File: config.mk
export PLATFORM = sky130hd
export DESIGN_NAME = ordered_list_engine
export DESIGN_NICKNAME = d
export VERILOG_FILES = /design/src/olist_pkg.sv /design/src/ordered_list_engine.sv
export SDC_FILE = /design/constraint.sdc
export NUM_CORES = 1
export LEC_CHECK = 0
export BUFFER_PORTS_ARGS = -buffer_cell sky130_fd_sc_hd__clkbuf_2
export CAP_MARGIN = 20
export CORE_MARGIN = 1
export CORE_UTILIZATION = 60
export CTS_CLUSTER_DIAMETER = 50
export DETAILED_ROUTE_END_ITERATION = 7
export PLACE_DENSITY = 0.77
export SYNTH_ARGS = -nofsm -noshare
export SYNTH_HDL_FRONTEND = slang
export SYNTH_SLANG_ARGS = --single-unit
File: constraint.sdc
create_clock -name clk_i -period 6.4 [get_ports clk_i]
set_input_delay 0.64 -clock clk_i [delete_from_list [all_inputs] [get_ports clk_i]]
set_output_delay 0.64 -clock clk_i [all_outputs]
set_load 0.01 [all_outputs]
File: src/olist_pkg.sv
package olist_pkg;

  typedef enum logic [3:0] {
    ST_IDLE,
    ST_DECODE,
    ST_SCAN_RD,
    ST_SCAN_CMP,
    ST_UP_RD,
    ST_UP_WR,
    ST_PUT,
    ST_DOWN_RD,
    ST_DOWN_WR,
    ST_EXT_RD,
    ST_EXT_CMP,
    ST_FINISH
  } state_e;

  localparam logic [2:0] ModePushFront = 3'd0;
  localparam logic [2:0] ModePushBack  = 3'd1;
  localparam logic [2:0] ModeExtract   = 3'd2;
  localparam logic [2:0] ModeSearch    = 3'd3;
  localparam logic [2:0] ModeRemove    = 3'd4;
  localparam logic [2:0] ModeInsert    = 3'd5;

  localparam logic [1:0] StatusOk    = 2'd0;
  localparam logic [1:0] StatusEmpty = 2'd1;
  localparam logic [1:0] StatusFull  = 2'd2;
  localparam logic [1:0] StatusMiss  = 2'd3;

  localparam logic signed [4:0] PosNone = -5'sd1;

endpackage

File: src/ordered_list_engine.sv
// Bounded ordered list of up to DEPTH signed 32-bit values held in a single
// entry memory with one read and one write port. Each request beat is taken
// only while the sequencer is idle; a finished result waits in an output
// register, so the next request may be taken before that result beat leaves.
// Pushing to the back, extracting the tail and unused modes need no shifting
// or scanning and make at most one memory access. Push front and insert shift
// every entry behind the target up by one, and search and remove compare
// entries one by one from the front, with remove then shifting the rest down;
// each such step is a memory read and then its use. A result that is still
// waiting holds the sequencer in its final state. Pushes and inserts on a full
// list report the list as full and change nothing; entry_count and position
// are the low five bits of the count and of the match position.
module ordered_list_engine #(
  parameter int DEPTH = 16
) (
  input  logic               clk_i,
  input  logic               rst_ni,
  input  logic               in_valid_i,
  output logic               in_ready_o,
  input  logic [2:0]         mode_i,
  input  logic signed [31:0] value_i,
  input  logic [7:0]         index_i,
  output logic               out_valid_o,
  input  logic               out_ready_i,
  output logic [1:0]         status_o,
  output logic signed [31:0] extracted_value_o,
  output logic signed [4:0]  position_o,
  output logic [4:0]         entry_count_o,
  output logic               is_empty_o
);

  localparam int AW   = $clog2(DEPTH);
  localparam int CW   = $clog2(DEPTH + 1);
  localparam int CmpW = (CW > 8) ? CW : 8;

  olist_pkg::state_e state_q, state_d;

  logic [CW-1:0]      cnt_q, cnt_d;
  logic [CW-1:0]      ptr_q, ptr_d;
  logic [CW-1:0]      tgt_q, tgt_d;
  logic [2:0]         mode_q;
  logic signed [31:0] value_q;
  logic [7:0]         index_q;
  logic [1:0]         status_q, status_d;
  logic signed [31:0] extr_q, extr_d;
  logic signed [4:0]  pos_q, pos_d;

  logic               out_valid_q, out_valid_d;
  logic [1:0]         out_status_q;
  logic signed [31:0] out_extr_q;
  logic signed [4:0]  out_pos_q;
  logic [4:0]         out_cnt_q;
  logic               out_empty_q;

  logic [31:0]   mem_q [DEPTH];
  logic [31:0]   rd_q;
  logic          mem_re, mem_we;
  logic [AW-1:0] mem_raddr, mem_waddr;
  logic [31:0]   mem_wdata;

  logic [CW-1:0] ptr_inc, ptr_dec, ins_tgt;
  logic          accept, full, finish_load, hit;

  assign accept      = in_valid_i && in_ready_o;
  assign full        = (cnt_q == CW'(DEPTH));
  assign ptr_inc     = ptr_q + CW'(1);
  assign ptr_dec     = ptr_q - CW'(1);
  assign hit         = (rd_q == value_q);
  assign finish_load = (state_q == olist_pkg::ST_FINISH) && (!out_valid_q || out_ready_i);

  always_comb begin
    ins_tgt = cnt_q;
    unique case (mode_q) inside
      olist_pkg::ModePushFront: ins_tgt = '0;
      olist_pkg::ModeInsert: begin
        if (CmpW'(index_q) < CmpW'(cnt_q)) begin
          ins_tgt = CW'(index_q);
        end
      end
      default: ins_tgt = cnt_q;
    endcase
  end

  always_comb begin
    state_d = state_q;
    unique case (state_q)
      olist_pkg::ST_IDLE: begin
        if (accept) begin
          state_d = olist_pkg::ST_DECODE;
        end
      end
      olist_pkg::ST_DECODE: begin
        unique case (mode_q) inside
          olist_pkg::ModePushFront, olist_pkg::ModePushBack, olist_pkg::ModeInsert: begin
            if (full) begin
              state_d = olist_pkg::ST_FINISH;
            end else if (cnt_q == ins_tgt) begin
              state_d = olist_pkg::ST_PUT;
            end else begin
              state_d = olist_pkg::ST_UP_RD;
            end
          end
          olist_pkg::ModeExtract: begin
            state_d = (cnt_q == '0) ? olist_pkg::ST_FINISH : olist_pkg::ST_EXT_RD;
          end
          olist_pkg::ModeSearch, olist_pkg::ModeRemove: begin
            state_d = (cnt_q == '0) ? olist_pkg::ST_FINISH : olist_pkg::ST_SCAN_RD;
          end
          default: state_d = olist_pkg::ST_FINISH;
        endcase
      end
      olist_pkg::ST_SCAN_RD:  state_d = olist_pkg::ST_SCAN_CMP;
      olist_pkg::ST_SCAN_CMP: begin
        if (hit) begin
          if (mode_q == olist_pkg::ModeRemove && ptr_inc < cnt_q) begin
            state_d = olist_pkg::ST_DOWN_RD;
          end else begin
            state_d = olist_pkg::ST_FINISH;
          end
        end else if (ptr_inc == cnt_q) begin
          state_d = olist_pkg::ST_FINISH;
        end else begin
          state_d = olist_pkg::ST_SCAN_RD;
        end
      end
      olist_pkg::ST_UP_RD: state_d = olist_pkg::ST_UP_WR;
      olist_pkg::ST_UP_WR: begin
        state_d = (ptr_dec == tgt_q) ? olist_pkg::ST_PUT : olist_pkg::ST_UP_RD;
      end
      olist_pkg::ST_PUT:     state_d = olist_pkg::ST_FINISH;
      olist_pkg::ST_DOWN_RD: state_d = olist_pkg::ST_DOWN_WR;
      olist_pkg::ST_DOWN_WR: begin
        state_d = (ptr_inc < cnt_q) ? olist_pkg::ST_DOWN_RD : olist_pkg::ST_FINISH;
      end
      olist_pkg::ST_EXT_RD:  state_d = olist_pkg::ST_EXT_CMP;
      olist_pkg::ST_EXT_CMP: state_d = olist_pkg::ST_FINISH;
      olist_pkg::ST_FINISH: begin
        if (finish_load) begin
          state_d = olist_pkg::ST_IDLE;
        end
      end
      default: state_d = olist_pkg::ST_IDLE;
    endcase
  end

  always_comb begin
    cnt_d       = cnt_q;
    ptr_d       = ptr_q;
    tgt_d       = tgt_q;
    status_d    = status_q;
    extr_d      = extr_q;
    pos_d       = pos_q;
    mem_re      = 1'b0;
    mem_we      = 1'b0;
    mem_raddr   = ptr_q[AW-1:0];
    mem_waddr   = ptr_q[AW-1:0];
    mem_wdata   = rd_q;
    in_ready_o  = (state_q == olist_pkg::ST_IDLE);
    out_valid_d = out_valid_q && !out_ready_i;
    unique case (state_q)
      olist_pkg::ST_IDLE: begin
      end
      olist_pkg::ST_DECODE: begin
        status_d = olist_pkg::StatusOk;
        extr_d   = '0;
        pos_d    = '0;
        unique case (mode_q) inside
          olist_pkg::ModePushFront, olist_pkg::ModePushBack, olist_pkg::ModeInsert: begin
            if (full) begin
              status_d = olist_pkg::StatusFull;
            end
            tgt_d = ins_tgt;
            ptr_d = cnt_q;
          end
          olist_pkg::ModeExtract: begin
            if (cnt_q == '0) begin
              status_d = olist_pkg::StatusEmpty;
            end
            ptr_d = cnt_q - CW'(1);
          end
          olist_pkg::ModeSearch, olist_pkg::ModeRemove: begin
            if (cnt_q == '0) begin
              status_d = olist_pkg::StatusMiss;
              if (mode_q == olist_pkg::ModeSearch) begin
                pos_d = olist_pkg::PosNone;
              end
            end
            ptr_d = '0;
          end
          default: begin
          end
        endcase
      end
      olist_pkg::ST_SCAN_RD: mem_re = 1'b1;
      olist_pkg::ST_SCAN_CMP: begin
        if (hit) begin
          if (mode_q == olist_pkg::ModeSearch) begin
            pos_d = 5'(ptr_q);
          end else begin
            cnt_d = cnt_q - CW'(1);
          end
        end else if (ptr_inc == cnt_q) begin
          status_d = olist_pkg::StatusMiss;
          if (mode_q == olist_pkg::ModeSearch) begin
            pos_d = olist_pkg::PosNone;
          end
        end else begin
          ptr_d = ptr_inc;
        end
      end
      olist_pkg::ST_UP_RD: begin
        mem_re    = 1'b1;
        mem_raddr = ptr_dec[AW-1:0];
      end
      olist_pkg::ST_UP_WR: begin
        mem_we = 1'b1;
        ptr_d  = ptr_dec;
      end
      olist_pkg::ST_PUT: begin
        mem_we    = 1'b1;
        mem_waddr = tgt_q[AW-1:0];
        mem_wdata = value_q;
        cnt_d     = cnt_q + CW'(1);
      end
      olist_pkg::ST_DOWN_RD: begin
        mem_re    = 1'b1;
        mem_raddr = ptr_inc[AW-1:0];
      end
      olist_pkg::ST_DOWN_WR: begin
        mem_we = 1'b1;
        ptr_d  = ptr_inc;
      end
      olist_pkg::ST_EXT_RD: mem_re = 1'b1;
      olist_pkg::ST_EXT_CMP: begin
        extr_d = rd_q;
        cnt_d  = ptr_q;
      end
      olist_pkg::ST_FINISH: begin
        if (finish_load) begin
          out_valid_d = 1'b1;
        end
      end
      default: begin
      end
    endcase
  end

  always_ff @(posedge clk_i or negedge rst_ni) begin
    if (!rst_ni) begin
      state_q     <= olist_pkg::ST_IDLE;
      cnt_q       <= '0;
      out_valid_q <= 1'b0;
    end else begin
      state_q     <= state_d;
      cnt_q       <= cnt_d;
      out_valid_q <= out_valid_d;
    end
  end

  always_ff @(posedge clk_i) begin
    ptr_q    <= ptr_d;
    tgt_q    <= tgt_d;
    status_q <= status_d;
    extr_q   <= extr_d;
    pos_q    <= pos_d;
    if (accept) begin
      mode_q  <= mode_i;
      value_q <= value_i;
      index_q <= index_i;
    end
    if (finish_load) begin
      out_status_q <= status_q;
      out_extr_q   <= extr_q;
      out_pos_q    <= pos_q;
      out_cnt_q    <= 5'(cnt_q);
      out_empty_q  <= (cnt_q == '0);
    end
  end

  always_ff @(posedge clk_i) begin
    if (mem_we) begin
      mem_q[mem_waddr] <= mem_wdata;
    end
    if (mem_re) begin
      rd_q <= mem_q[mem_raddr];
    end
  end

  assign out_valid_o       = out_valid_q;
  assign status_o          = out_status_q;
  assign extracted_value_o = out_extr_q;
  assign position_o        = out_pos_q;
  assign entry_count_o     = out_cnt_q;
  assign is_empty_o        = out_empty_q;

`ifndef SYNTH
  a_cnt_bound: assert property (@(posedge clk_i) disable iff (!rst_ni)
    cnt_q <= CW'(DEPTH))
    else $error("entry count exceeds depth");

  a_cnt_step: assert property (@(posedge clk_i) disable iff (!rst_ni)
    (cnt_q == $past(cnt_q)) || (cnt_q == $past(cnt_q) + CW'(1)) ||
    (cnt_q == $past(cnt_q) - CW'(1)))
    else $error("entry count moved by more than one");

  a_full_count: assert property (@(posedge clk_i) disable iff (!rst_ni)
    out_valid_o && status_o == olist_pkg::StatusFull |-> entry_count_o == 5'(DEPTH))
    else $error("full status reported below depth");

  a_empty_flag: assert property (@(posedge clk_i) disable iff (!rst_ni)
    out_valid_o && status_o == olist_pkg::StatusEmpty |-> is_empty_o)
    else $error("extract from empty reported a non-empty list");
`endif

endmodule

==> qor.yml <==
grt_usage_pct: 30.1
seq_area_frac_synth_pct: 65.5
antenna_found_initial: 0
seq_power_share_pct: 38.2
fin_crit_sh_pct: 66.7
finalWirelength_um: 80700
grt_overflow: 0
insertion_delay_ps: 630
arrival_ps: 4610
clkPwrFrac_pct: 24.4
status: "completed"
crit_type: "flip-flop to flip-flop"
drtAntennaViolNets: 0
reg2reg_depth: 7
cts_buffers: 74
crit_buf_inv: 1
power_switching_mw: 6.43
drive_above_1_share_pct: 13.1
place_area_um2: 32800
netlist_area_um2: 31600
critPathSlowestCell: "nor2_4"
min_path_cells: 1
drt-initial-drc-count: 3132
yosysWarnings: 0
ys.flop_type: "edfxtp_1"
p_leak_nw: 12.2
syn_nets: 2568
dp_cells: 3136
syn_avg_cell_area_um2: 12.6
synth_cell_types: 67
powerDensity_nw_per_um2: 484
synth_fa_ha_area_share_pct: 0.515
cp_top_family: "simple AND/OR/NAND/NOR gates"
swShare_pct: 37.8
ir_worst_vdd_mv: 0.478
synth_edf_count: 681
portBuffers: 93
max_slew_margin_pct: 24.1
start_util_pct: 61.1
setup_slack_ps: 2130
dieArea_um2: 53600
postSynth.asyncResetShare_pct: 1.45
synthToLayoutAreaGrowth_pct: 11.3
synth_seq_cells: 691
synthTopCellsByArea: "edfxtp_1 (65%), nand2_1 (6.3%), mux2i_1 (5.1%), a21oi_1 (3.5%), mux2_2 (2.3%)"
ctsHtreeMaxLevel: 3
crit_fanout: 128
drc_errors: 0
synth_compound_area_share_pct: 10.8
avgRoutedWirePerCell_um: 24.7
fin_total_pwr_mw: 17.0
worstHoldPathType: "input port to flip-flop"
synth_xor_area_share_pct: 1.58
hold_viol_final: 0
pre_cts_slack_ps: 2250
cts-root-buf: "clkbuf_16"
rows: 83
core_area_um2: 51700
gp_congestion: 0.894
crit_chain: "nand2b_2 -> nor2_4 -> xnor2_2 -> buf_12 -> mux2_2 -> o211ai_1 -> nand4_1"
fin_cells: 3273
synth_top_area_share_pct: 64.7
ios: 94
worst_ep_required_time_ps: 6740
maxCapViolCount: 0
cts_setup_buffers: 0
max_stage_delay_ps: 960
p_int_mw: 10.6
r2r_end: "rd_q[30]$_DFFE_PP_"
cp-start-kind: "flip-flop"
comb_power_share_pct: 37.4
cts_tree: "yes"
nNetsFinal: 2595
cp-end-kind: "flip-flop"
clock.fmax_mhz: 234
yosysTopAreaCell: "edfxtp_1"
period_needed_ps: 4270
muxShareOfSynthArea_pct: 7.41
regToRegSetupSlack_ps: 2130
min_from: "value_i[9]"
synthCells: 2508
grt_pass1_wl_um: 121000
drtPass1Iterations: 6
final_util_pct: 68.0
finalSetupViolations: 0
tightest_slew_ps: 1140
clk_pin_slew_ps: 60
clockBufferDepth: 3
synth_top_family_by_area: "simple AND/OR/NAND/NOR gates"
synth_common_cells: "edfxtp_1 (681), nand2_1 (529), a21oi_1 (220)"
crit_start: "state_q[3]$_DFFE_PN0P_"
fin_hold_ws_ps: 188
final_area_um2: 35200
grt_max_degree: 234
fin_skew_ps: 26.6
die_y_um: 232
dr_total_vias: 21700
grt_pass1_vias: 20800
finalSetupTns_ps: 0
synthSimpleGateAreaFrac_pct: 11.5
cts.sinks: 691
die_w_um: 232
routed_via_density: 6.62
maxSlewViolCount: 0
regToRegStartpoint: "state_q[3]$_DFFE_PN0P_"
synth_most_common_cell: "edfxtp_1"
hpwl_um: 48200
min_to: "value_q[9]$_DFFE_PP_"
rsz0062_at_grt: "no"
area by class of cell:
type                    count  area, um^2
diodes                      1        2.50
clock buffers              88        1930
clock inverters            45         405
fillers                  3470       16500
inverters                  15        61.3
multi-input cells        1616       10300
flip-flops and latches    691       20700
well taps                 680         851
repair buffers            137         961
worst max-delay path by stage:
stage          cells past startpoint                          to  slack, ps
2_1_floorplan                      3  entry_count_o[0]$_DFFE_PP_       1940
3_3_place_gp                       7          rd_q[30]$_DFFE_PP_       2290
3_5_place_dp                       7          rd_q[30]$_DFFE_PP_       2250
4_1_cts                            7          rd_q[30]$_DFFE_PP_       2250
5_1_grt                            7          rd_q[30]$_DFFE_PP_       1990
6_report                           7          rd_q[30]$_DFFE_PP_       2130
worst reg2reg max path, delay by kind of cell, from the launching register on:
kind | cells | cell delay, ps
flip-flops | 1 | 570
buffers and inverters | 1 | 710
AO/OA/AOI/OAI | 1 | 230
XOR/XNOR | 1 | 230
AND/OR/NAND/NOR | 3 | 1750
multiplexers | 1 | 510
power by group through the flow:
| stage | logic (mW) | registers, mW | clock network, mW |
|---|---|---|---|
| CTS | 6.22 | 6.49 | 4.16 |
| global placement | 5.96 | 6.56 | 0 |
| finish | 6.36 | 6.50 | 4.15 |
| detailed placement | 6.19 | 6.58 | 0 |
| global route | 6.76 | 6.53 | 4.34 |
| floorplan | 4.45 | 6.35 | 0 |
cells in the final DEF, fill, tap and decap left out, types with 6 or more instances in the layout:
master / synthesis / final
edfxtp_1: 681 / 681
o211ai_1: 10 / 10
nor2_1: 44 / 28
or3_1: 67 / 67
clkbuf_1: 135 / 13
a311oi_1: 62 / 62
ha_1: 13 / 13
nor2b_1: 9 / 8
dfrtp_1: 10 / 10
buf_4: 19 / 30
nand2_1: 529 / 528
xnor2_1: 47 / 46
mux2i_1: 161 / 161
o221ai_1: 33 / 33
a31oi_1: 7 / 7
o21ai_0: 30 / 30
nand3_1: 14 / 14
nand4_1: 13 / 13
buf_12: 0 / 13
clkbuf_2: 0 / 93
clkinv_1: 0 / 15
o22ai_1: 8 / 8
nor2_4: 1 / 17
nor3_1: 12 / 11
a32oi_1: 33 / 33
clkinv_2: 0 / 13
and2_1: 34 / 33
clkbuf_16: 0 / 75
inv_1: 14 / 14
a21oi_1: 220 / 220
mux2_2: 64 / 64
nand2b_1: 70 / 69
a21o_1: 6 / 6
a211oi_1: 63 / 63
repair_timing:
action / in CTS / in global routing
hold endpoints to repair: 10 / 0
resized for setup: 0 / 0
hold buffers: 1 / 0
flip-flops by register name, summed over array words and instances (netlist names), 4 cells and up:
signal             flops
mem_q                512
rd_q                  32
index_q                8
pos_q                  5
entry_count_o          5
position_o             5
tgt_q                  5
extr_q                32
cnt_q                  5
state_q                4
extracted_value_o     32
ptr_q                  5
value_q               32
per-layer routing:
| metal | GRT usage (%) | vias to the layer above | part of all wire (%) |
|---|---|---|---|
| met5 | 0 | - | 0 |
| met4 | 10.2 | 0 | 2.7 |
| met3 | 4.82 | 169 | 11 |
| met2 | 45.4 | 1354 | 45 |
| met1 | 44.6 | 10700 | 41 |
| li1 | - | 9474 | - |
cells by family (layout without fill, tap and decap cells):
family | count (synthesis) | in the layout
buffers and inverters | 201 | 285
adders and majority gates | 13 | 13
and+or+nand+nor | 811 | 811
xor gates and xnor gates | 54 | 54
AOI/OAI and AO/OA | 512 | 512
muxes | 226 | 226
other | 0 | 1
DFF | 691 | 691
(Power assumes the default switching activity.)
